[src/rtl/core/gji_pkg.sv]
// Package for the Gauss-Jordan matrix inverse unit.
// Holds the sizes, codes, command and status types and the Q16.16 saturation functions.
// It depends on nothing else.
`timescale 1ns / 1ps

package gji_pkg;

    localparam int MAX_ORDER = 8;
    localparam int IDX_W     = $clog2(MAX_ORDER);
    localparam int SIZE_W    = 4;
    localparam int MEM_DEPTH = MAX_ORDER * MAX_ORDER;
    localparam int ADDR_W    = $clog2(MEM_DEPTH);
    localparam int DATA_W    = 32;
    localparam int QUO_W     = 48;
    localparam int PROD_W    = 64;

    localparam logic signed [DATA_W-1:0] ONE_Q16 = 32'sd65536;
    localparam logic signed [DATA_W-1:0] Q_MAX   = 32'sh7FFFFFFF;
    localparam logic signed [DATA_W-1:0] Q_MIN   = 32'sh80000000;

    typedef enum logic [1:0] {
        WSEL_LOAD,
        WSEL_IDENT,
        WSEL_DIV,
        WSEL_SUB
    } wsel_t;

    typedef enum logic [4:0] {
        ST_LOAD,
        ST_INIT,
        ST_PIV_RD,
        ST_PIV_CHK,
        ST_SRCH_RD,
        ST_SRCH_CHK,
        ST_SW0,
        ST_SW1,
        ST_SW2,
        ST_N_RD,
        ST_N_LAT,
        ST_N_SW,
        ST_N_WW,
        ST_N_WI,
        ST_E_CHK,
        ST_E_FR,
        ST_E_FL,
        ST_E_RA,
        ST_E_RB,
        ST_E_M1,
        ST_E_M2,
        ST_E_W1,
        ST_E_W2,
        ST_KNEXT,
        ST_O_RD,
        ST_O_EM,
        ST_SING
    } state_t;

    typedef struct packed {
        logic [IDX_W-1:0] row;
        logic [IDX_W-1:0] col;
        logic             we_w;
        logic             we_i;
        wsel_t            wsel;
        logic             perm_init;
        logic             perm_xchg;
        logic             lat_piv;
        logic             lat_f;
        logic             lat_a;
        logic             lat_b;
        logic             mul_sel;
        logic             div_start;
        logic             div_sel;
        logic             emit;
        logic             emit_last;
        logic             emit_sing;
    } dp_cmd_t;

    typedef struct packed {
        logic rd_nonzero;
        logic div_busy;
    } dp_sts_t;

    function automatic logic signed [DATA_W-1:0] sat_mul(input logic signed [PROD_W-1:0] p);
        logic signed [PROD_W-1:0] t;
        logic signed [QUO_W-1:0]  q;
        t = p + (p[PROD_W-1] ? 64'sd65535 : 64'sd0);
        q = t[PROD_W-1:16];
        if (q > 48'sd2147483647) begin
            return Q_MAX;
        end
        else if (q < -48'sd2147483648) begin
            return Q_MIN;
        end
        return q[DATA_W-1:0];
    endfunction

    function automatic logic signed [DATA_W-1:0] sat_sub(input logic signed [DATA_W-1:0] a,
                                                         input logic signed [DATA_W-1:0] b);
        logic signed [DATA_W:0] d;
        d = {a[DATA_W-1], a} - {b[DATA_W-1], b};
        if (d[DATA_W] != d[DATA_W-1]) begin
            return d[DATA_W] ? Q_MIN : Q_MAX;
        end
        return d[DATA_W-1:0];
    endfunction

endpackage

[src/rtl/core/gji_ctrl.sv]
// Controller of the inverse unit: load, identity setup, pivot search, normalize, eliminate and output sequencing.
// Depends on gji_pkg.
`timescale 1ns / 1ps

module gji_ctrl (
    input  logic                              clk,
    input  logic                              rst_n,
    input  logic                              start,
    input  logic                              cfg_write,
    input  logic [gji_pkg::SIZE_W-1:0]        cfg_data,
    input  gji_pkg::dp_sts_t                  sts,
    output gji_pkg::dp_cmd_t                  cmd,
    output logic                              busy
);

    gji_pkg::state_t state_reg, state_next;
    logic [gji_pkg::SIZE_W-1:0] size_reg, size_next;
    logic [gji_pkg::IDX_W-1:0]  i_reg, i_next;
    logic [gji_pkg::IDX_W-1:0]  j_reg, j_next;
    logic [gji_pkg::IDX_W-1:0]  k_reg, k_next;
    logic [gji_pkg::IDX_W-1:0]  r_reg, r_next;
    logic [gji_pkg::SIZE_W-1:0] n_eff;
    logic [gji_pkg::SIZE_W-1:0] n_m1;
    logic [gji_pkg::IDX_W-1:0]  nm1;
    logic                       j_end;
    logic                       i_end;

    always_comb
    begin
        if (size_reg == '0)
        begin
            n_eff = gji_pkg::SIZE_W'(1);
        end
        else if (size_reg > gji_pkg::SIZE_W'(gji_pkg::MAX_ORDER))
        begin
            n_eff = gji_pkg::SIZE_W'(gji_pkg::MAX_ORDER);
        end
        else
        begin
            n_eff = size_reg;
        end
        n_m1  = n_eff - 1'b1;
        nm1   = n_m1[gji_pkg::IDX_W-1:0];
        j_end = (j_reg == nm1);
        i_end = (i_reg == nm1);
    end

    always_ff @(posedge clk or negedge rst_n)
    begin
        if (!rst_n)
        begin
            state_reg <= gji_pkg::ST_LOAD;
            size_reg  <= gji_pkg::SIZE_W'(gji_pkg::MAX_ORDER);
            i_reg     <= '0;
            j_reg     <= '0;
            k_reg     <= '0;
            r_reg     <= '0;
        end
        else
        begin
            state_reg <= state_next;
            size_reg  <= size_next;
            i_reg     <= i_next;
            j_reg     <= j_next;
            k_reg     <= k_next;
            r_reg     <= r_next;
        end
    end

    always_comb
    begin
        state_next = state_reg;
        size_next  = size_reg;
        i_next     = i_reg;
        j_next     = j_reg;
        k_next     = k_reg;
        r_next     = r_reg;
        unique case (state_reg)
            gji_pkg::ST_LOAD:
            begin
                if (cfg_write)
                begin
                    size_next = cfg_data;
                    i_next    = '0;
                    j_next    = '0;
                end
                else if (start)
                begin
                    if (j_end)
                    begin
                        j_next = '0;
                        if (i_end)
                        begin
                            i_next     = '0;
                            state_next = gji_pkg::ST_INIT;
                        end
                        else
                        begin
                            i_next = i_reg + 1'b1;
                        end
                    end
                    else
                    begin
                        j_next = j_reg + 1'b1;
                    end
                end
            end
            gji_pkg::ST_INIT:
            begin
                if (j_end)
                begin
                    j_next = '0;
                    if (i_end)
                    begin
                        i_next     = '0;
                        k_next     = '0;
                        state_next = gji_pkg::ST_PIV_RD;
                    end
                    else
                    begin
                        i_next = i_reg + 1'b1;
                    end
                end
                else
                begin
                    j_next = j_reg + 1'b1;
                end
            end
            gji_pkg::ST_PIV_RD:
            begin
                state_next = gji_pkg::ST_PIV_CHK;
            end
            gji_pkg::ST_PIV_CHK:
            begin
                if (sts.rd_nonzero)
                begin
                    j_next     = '0;
                    state_next = gji_pkg::ST_N_RD;
                end
                else if (k_reg == nm1)
                begin
                    state_next = gji_pkg::ST_SING;
                end
                else
                begin
                    r_next     = k_reg + 1'b1;
                    state_next = gji_pkg::ST_SRCH_RD;
                end
            end
            gji_pkg::ST_SRCH_RD:
            begin
                state_next = gji_pkg::ST_SRCH_CHK;
            end
            gji_pkg::ST_SRCH_CHK:
            begin
                if (sts.rd_nonzero)
                begin
                    state_next = gji_pkg::ST_SW0;
                end
                else if (r_reg == nm1)
                begin
                    state_next = gji_pkg::ST_SING;
                end
                else
                begin
                    r_next     = r_reg + 1'b1;
                    state_next = gji_pkg::ST_SRCH_RD;
                end
            end
            gji_pkg::ST_SW0:
            begin
                state_next = gji_pkg::ST_SW1;
            end
            gji_pkg::ST_SW1:
            begin
                state_next = gji_pkg::ST_SW2;
            end
            gji_pkg::ST_SW2:
            begin
                j_next     = '0;
                state_next = gji_pkg::ST_N_RD;
            end
            gji_pkg::ST_N_RD:
            begin
                state_next = gji_pkg::ST_N_LAT;
            end
            gji_pkg::ST_N_LAT:
            begin
                state_next = gji_pkg::ST_N_SW;
            end
            gji_pkg::ST_N_SW:
            begin
                state_next = gji_pkg::ST_N_WW;
            end
            gji_pkg::ST_N_WW:
            begin
                if (!sts.div_busy)
                begin
                    state_next = gji_pkg::ST_N_WI;
                end
            end
            gji_pkg::ST_N_WI:
            begin
                if (!sts.div_busy)
                begin
                    if (j_end)
                    begin
                        i_next     = '0;
                        j_next     = '0;
                        state_next = gji_pkg::ST_E_CHK;
                    end
                    else
                    begin
                        j_next     = j_reg + 1'b1;
                        state_next = gji_pkg::ST_N_RD;
                    end
                end
            end
            gji_pkg::ST_E_CHK:
            begin
                if (i_reg == k_reg)
                begin
                    if (i_end)
                    begin
                        state_next = gji_pkg::ST_KNEXT;
                    end
                    else
                    begin
                        i_next = i_reg + 1'b1;
                    end
                end
                else
                begin
                    state_next = gji_pkg::ST_E_FR;
                end
            end
            gji_pkg::ST_E_FR:
            begin
                state_next = gji_pkg::ST_E_FL;
            end
            gji_pkg::ST_E_FL:
            begin
                state_next = gji_pkg::ST_E_RA;
            end
            gji_pkg::ST_E_RA:
            begin
                state_next = gji_pkg::ST_E_RB;
            end
            gji_pkg::ST_E_RB:
            begin
                state_next = gji_pkg::ST_E_M1;
            end
            gji_pkg::ST_E_M1:
            begin
                state_next = gji_pkg::ST_E_M2;
            end
            gji_pkg::ST_E_M2:
            begin
                state_next = gji_pkg::ST_E_W1;
            end
            gji_pkg::ST_E_W1:
            begin
                state_next = gji_pkg::ST_E_W2;
            end
            gji_pkg::ST_E_W2:
            begin
                if (!j_end)
                begin
                    j_next     = j_reg + 1'b1;
                    state_next = gji_pkg::ST_E_RA;
                end
                else
                begin
                    j_next = '0;
                    if (i_end)
                    begin
                        state_next = gji_pkg::ST_KNEXT;
                    end
                    else
                    begin
                        i_next     = i_reg + 1'b1;
                        state_next = gji_pkg::ST_E_CHK;
                    end
                end
            end
            gji_pkg::ST_KNEXT:
            begin
                if (k_reg == nm1)
                begin
                    i_next     = '0;
                    j_next     = '0;
                    state_next = gji_pkg::ST_O_RD;
                end
                else
                begin
                    k_next     = k_reg + 1'b1;
                    state_next = gji_pkg::ST_PIV_RD;
                end
            end
            gji_pkg::ST_O_RD:
            begin
                state_next = gji_pkg::ST_O_EM;
            end
            gji_pkg::ST_O_EM:
            begin
                if (j_end)
                begin
                    j_next = '0;
                    if (i_end)
                    begin
                        i_next     = '0;
                        state_next = gji_pkg::ST_LOAD;
                    end
                    else
                    begin
                        i_next     = i_reg + 1'b1;
                        state_next = gji_pkg::ST_O_RD;
                    end
                end
                else
                begin
                    j_next     = j_reg + 1'b1;
                    state_next = gji_pkg::ST_O_RD;
                end
            end
            gji_pkg::ST_SING:
            begin
                i_next     = '0;
                j_next     = '0;
                state_next = gji_pkg::ST_LOAD;
            end
            default:
            begin
                state_next = gji_pkg::ST_LOAD;
            end
        endcase
    end

    always_comb
    begin
        cmd      = '0;
        cmd.wsel = gji_pkg::WSEL_SUB;
        unique case (state_reg)
            gji_pkg::ST_LOAD:
            begin
                cmd.row       = i_reg;
                cmd.col       = j_reg;
                cmd.we_w      = start & ~cfg_write;
                cmd.wsel      = gji_pkg::WSEL_LOAD;
                cmd.perm_init = 1'b1;
            end
            gji_pkg::ST_INIT:
            begin
                cmd.row  = i_reg;
                cmd.col  = j_reg;
                cmd.we_i = 1'b1;
                cmd.wsel = gji_pkg::WSEL_IDENT;
            end
            gji_pkg::ST_PIV_RD:
            begin
                cmd.row = k_reg;
                cmd.col = k_reg;
            end
            gji_pkg::ST_PIV_CHK, gji_pkg::ST_SRCH_CHK:
            begin
                cmd.lat_piv = 1'b1;
            end
            gji_pkg::ST_SRCH_RD:
            begin
                cmd.row = r_reg;
                cmd.col = k_reg;
            end
            gji_pkg::ST_SW0, gji_pkg::ST_SW2:
            begin
                cmd.row       = k_reg;
                cmd.perm_xchg = 1'b1;
            end
            gji_pkg::ST_SW1:
            begin
                cmd.row       = r_reg;
                cmd.perm_xchg = 1'b1;
            end
            gji_pkg::ST_N_RD:
            begin
                cmd.row = k_reg;
                cmd.col = j_reg;
            end
            gji_pkg::ST_N_LAT:
            begin
                cmd.lat_a = 1'b1;
            end
            gji_pkg::ST_N_SW:
            begin
                cmd.div_start = 1'b1;
            end
            gji_pkg::ST_N_WW:
            begin
                cmd.row       = k_reg;
                cmd.col       = j_reg;
                cmd.wsel      = gji_pkg::WSEL_DIV;
                cmd.we_w      = ~sts.div_busy;
                cmd.div_start = ~sts.div_busy;
                cmd.div_sel   = 1'b1;
            end
            gji_pkg::ST_N_WI:
            begin
                cmd.row  = k_reg;
                cmd.col  = j_reg;
                cmd.wsel = gji_pkg::WSEL_DIV;
                cmd.we_i = ~sts.div_busy;
            end
            gji_pkg::ST_E_FR:
            begin
                cmd.row = i_reg;
                cmd.col = k_reg;
            end
            gji_pkg::ST_E_FL:
            begin
                cmd.lat_f = 1'b1;
            end
            gji_pkg::ST_E_RA:
            begin
                cmd.row = k_reg;
                cmd.col = j_reg;
            end
            gji_pkg::ST_E_RB:
            begin
                cmd.lat_a = 1'b1;
                cmd.row   = i_reg;
                cmd.col   = j_reg;
            end
            gji_pkg::ST_E_M1:
            begin
                cmd.lat_b = 1'b1;
            end
            gji_pkg::ST_E_M2:
            begin
                cmd.mul_sel = 1'b1;
            end
            gji_pkg::ST_E_W1:
            begin
                cmd.row  = i_reg;
                cmd.col  = j_reg;
                cmd.we_w = 1'b1;
            end
            gji_pkg::ST_E_W2:
            begin
                cmd.row  = i_reg;
                cmd.col  = j_reg;
                cmd.we_i = 1'b1;
            end
            gji_pkg::ST_O_RD:
            begin
                cmd.row = i_reg;
                cmd.col = j_reg;
            end
            gji_pkg::ST_O_EM:
            begin
                cmd.emit      = 1'b1;
                cmd.emit_last = i_end & j_end;
            end
            gji_pkg::ST_SING:
            begin
                cmd.emit_sing = 1'b1;
            end
            default:
            begin
                cmd.wsel = gji_pkg::WSEL_SUB;
            end
        endcase
    end

    assign busy = (state_reg != gji_pkg::ST_LOAD);

endmodule
[config.mk]
export PLATFORM = sky130hd
export DESIGN_NAME = gji_ctrl
export DESIGN_NICKNAME = d
export VERILOG_FILES = /design/src/rtl/core/gji_pkg.sv /design/src/rtl/core/gji_ctrl.sv
export SDC_FILE = /design/constraint.sdc
export NUM_CORES = 1
export LEC_CHECK = 0
export BUFFER_PORTS_ARGS = -buffer_cell sky130_fd_sc_hd__buf_2
export CAP_MARGIN = 40
export CORE_UTILIZATION = 25
export CTS_CLUSTER_DIAMETER = 200
export DETAILED_ROUTE_END_ITERATION = 8
export HOLD_SLACK_MARGIN = 0.15
export SLEW_MARGIN = 15
export SYNTH_ARGS = -nofsm -noshare
export SYNTH_HDL_FRONTEND = slang
export SYNTH_SLANG_ARGS = --single-unit
[constraint.sdc]
create_clock -name clk -period 5.2 [get_ports clk]
set_input_delay 0.26 -clock clk [delete_from_list [all_inputs] [get_ports clk]]
set_output_delay 0.26 -clock clk [all_outputs]
set_load 0.05 [all_outputs]
==> results.json <==
{
  "gp_congestion": 0.9385,
  "grt_pass1_wl_um": 12280,
  "fmax_ghz": 0.2988,
  "nets": 362,
  "die-area_mm2": 0.01013,
  "min_period_ns": 3.347,
  "ys_async_sr_fraction_pct": 100.0,
  "final_cell_mix": "nand2_1 (40), buf_2 (32), nor2_1 (28), o21ai_0 (25)",
  "vias": 2581,
  "clockRootBuffer": "clkbuf_8",
  "final_common_cell": "nand2_1",
  "globalRouteTotalUtil_pct": 15.45,
  "ys_types": 61,
  "start_util_pct": 26.09,
  "cts-htree-levels": 1,
  "die_y_um": 100.7,
  "ant_nets": 0,
  "hpwl_um": 5890,
  "clock_latency_ns": 0.27,
  "hp-class": "primary input to flip-flop",
  "relSlewSlack_pct": 41.50,
  "cts_sinks": 21,
  "drtIter0Drc": 226,
  "numPortBuffers": 32,
  "setup_viol": 0,
  "hold_violations": 0,
  "worst_slew_pin_slew_ns": 0.8775,
  "clk_pin_slew_ns": 0.08,
  "clockBufferDepth": 2,
  "holdCritStartpoint": "cfg_data[0]",
  "status": "complete, no violations",
  "fin_tns_setup_ns": 0,
  "numCtsBuffers": 3,
  "fin_crit_sh_pct": 64.36,
  "rsz0062_at_grt": "no",
  "maxCapViolCount": 0,
  "end_kind": "output pin",
  "syn_to_final_growth_pct": 12.13,
  "cp.arrival_ns": 3.09,
  "first_pass_iters": 5,
  "rows": 35,
  "startpoint": "size_reg[1]",
  "wirelength_um": 7681,
  "drive_gt1_share_pct": 18.50,
  "slew_violations": 0,
  "largest_reg_flops": 5,
  "required_ns": 4.94,
  "vias_per_cell": 5.434,
  "fin_cells": 475,
  "num_antenna_cells": 0,
  "die_w_um": 100.7,
  "wl_per_cell_um": 16.17,
  "start_kind": "flip-flop",
  "power_density_mw_per_mm2": 667.6,
  "coreArea_mm2": 0.009328,
  "cts_tree": "done",
  "grt-ovfl-total": 0,
  "ys.flop_type": "dfrtp_1",
  "grt_pass1_vias": 2306,
  "placed_cells": 470,
  "ys_seq_area_share_pct": 21.65,
  "fin_skew_ns": 0.002482,
  "nFillCells": 1056,
  "syn_inst": 332,
  "path_max_fanout": 7,
  "path_class": "flip-flop to output pin",
  "antenna_found_initial": 0,
  "ios": 33,
  "syn_avg_cell_area_um2": 7.330,
  "rr_startpoint": "size_reg[1]",
  "yosys_warnings": 0,
  "synth_edf_count": 0,
  "grt_max_degree": 38,
  "p_leak_uw": 0.001109,
  "drc": 0,
  "ys_seq_elements": 21,
  "multi_input_area_mm2": 0.001738,
  "syn_area_mm2": 0.002434,
  "peakVddDrop_mv": 0.3108,
  "synth_fp_nets": 347,
  "ff_latch_area_um2": 526.8
}
path summary, 6_finish.rpt:
kind                            slack (ns)      endpoint  cells past startpoint
worst min register to register        0.54   size_reg[0]                      1
worst min-delay path                  0.22   size_reg[0]                      2
worst max-delay path                  1.85        cmd[1]                      8
min in group asynchronous             0.47      r_reg[0]                      2
max in group asynchronous             4.37   size_reg[3]                      2
worst max register to register        2.00  state_reg[3]                     10
synthesized netlist by cell type (3+ instances only):
cell type | number | area (um2)
nor4_1 | 4 | 25.02
a22o_1 | 3 | 26.28
nor2_1 | 28 | 105.1
dfrtp_1 | 20 | 500.5
or2_2 | 5 | 31.28
nand2_1 | 40 | 150.1
nand2b_1 | 9 | 56.30
nand3_1 | 7 | 35.03
o21ai_0 | 25 | 125.1
inv_1 | 17 | 63.81
o221ai_1 | 6 | 52.55
a31oi_1 | 8 | 50.05
nor3_1 | 12 | 60.06
a21oi_1 | 20 | 100.1
clkbuf_1 | 17 | 63.81
buf_2 | 3 | 15.01
a221oi_1 | 3 | 26.28
ha_1 | 5 | 62.56
xor2_1 | 4 | 35.03
and3_1 | 4 | 25.02
xnor2_1 | 12 | 105.1
nor2b_1 | 7 | 43.79
o21bai_1 | 3 | 22.52
o22ai_1 | 10 | 62.56
buf_1 | 5 | 18.77
o21ai_1 | 3 | 15.01
mux2_2 | 7 | 78.83
report_power, final:
part	internal [uW]	switching (uW)
Combinational	482	886
Sequential	224	116
Clock	53.7	60.2
kinds of logic (layout without fill, tap and decap cells):
logic type               Yosys count  in the layout  share of synthesized area, %
multiplexers                       8              8                         3.651
flip-flops                        21             21                         21.65
AND/OR/NAND/NOR                  131            131                         28.07
adder cells (fa/ha/maj)            5              5                         2.571
AO/OA/AOI/OAI                    106            106                         29.51
buffers and inverters             43             57                         6.941
XOR/XNOR                          18             18                         7.609
final cells by class:
cell class              count  area share, %
multi-input cells         268          63.69
repair buffers             36          7.061
flip-flops and latches     21          19.30
clock inverters             1         0.1834
clock buffers               3          1.513
inverters                  17          2.338
well taps                 129          5.915
per-stage QoR:
stage	util (%)	setup slack [ns]	hold slack, ns	instance area [um2]	power, uW
after floorplan	-	1.807	-0.03559	2434	1404
after global placement	28.65	2.177	0.2547	2673	1677
after detailed placement	28.65	2.032	0.2633	2673	1696
after CTS	29.26	1.872	0.2140	2729	1816
after global routing	29.26	1.746	0.2258	2729	1952
final	29.26	1.853	0.2159	2729	1822
timing repair:
item / 4_1_cts / 5_1_grt
hold buffers: 1 / 0
gates resized for setup: 0 / 0
buffers inserted: 0 / 0
hold endpoints to repair: 20 / 0
per-layer routing:
metal,GRT usage [%],vias up,wire length (um)
li1,-,1236,-
met1,22.42,1238,3647
met2,23.92,99,3475
met3,1.803,8,437
met4,4.571,0,119
met5,0,-,0
critical path, cell delays in order, from the launching register on:
cell	delay, ns
dfrtp_1	0.41
o21ba_1	0.24
or2_2	0.31
ha_1	0.25
inv_1	0.11
xnor3_1	0.43
a211oi_2	0.53
and3_1	0.26
buf_2	0.27
No activity file was read; power rests on OpenSTA's default activity.
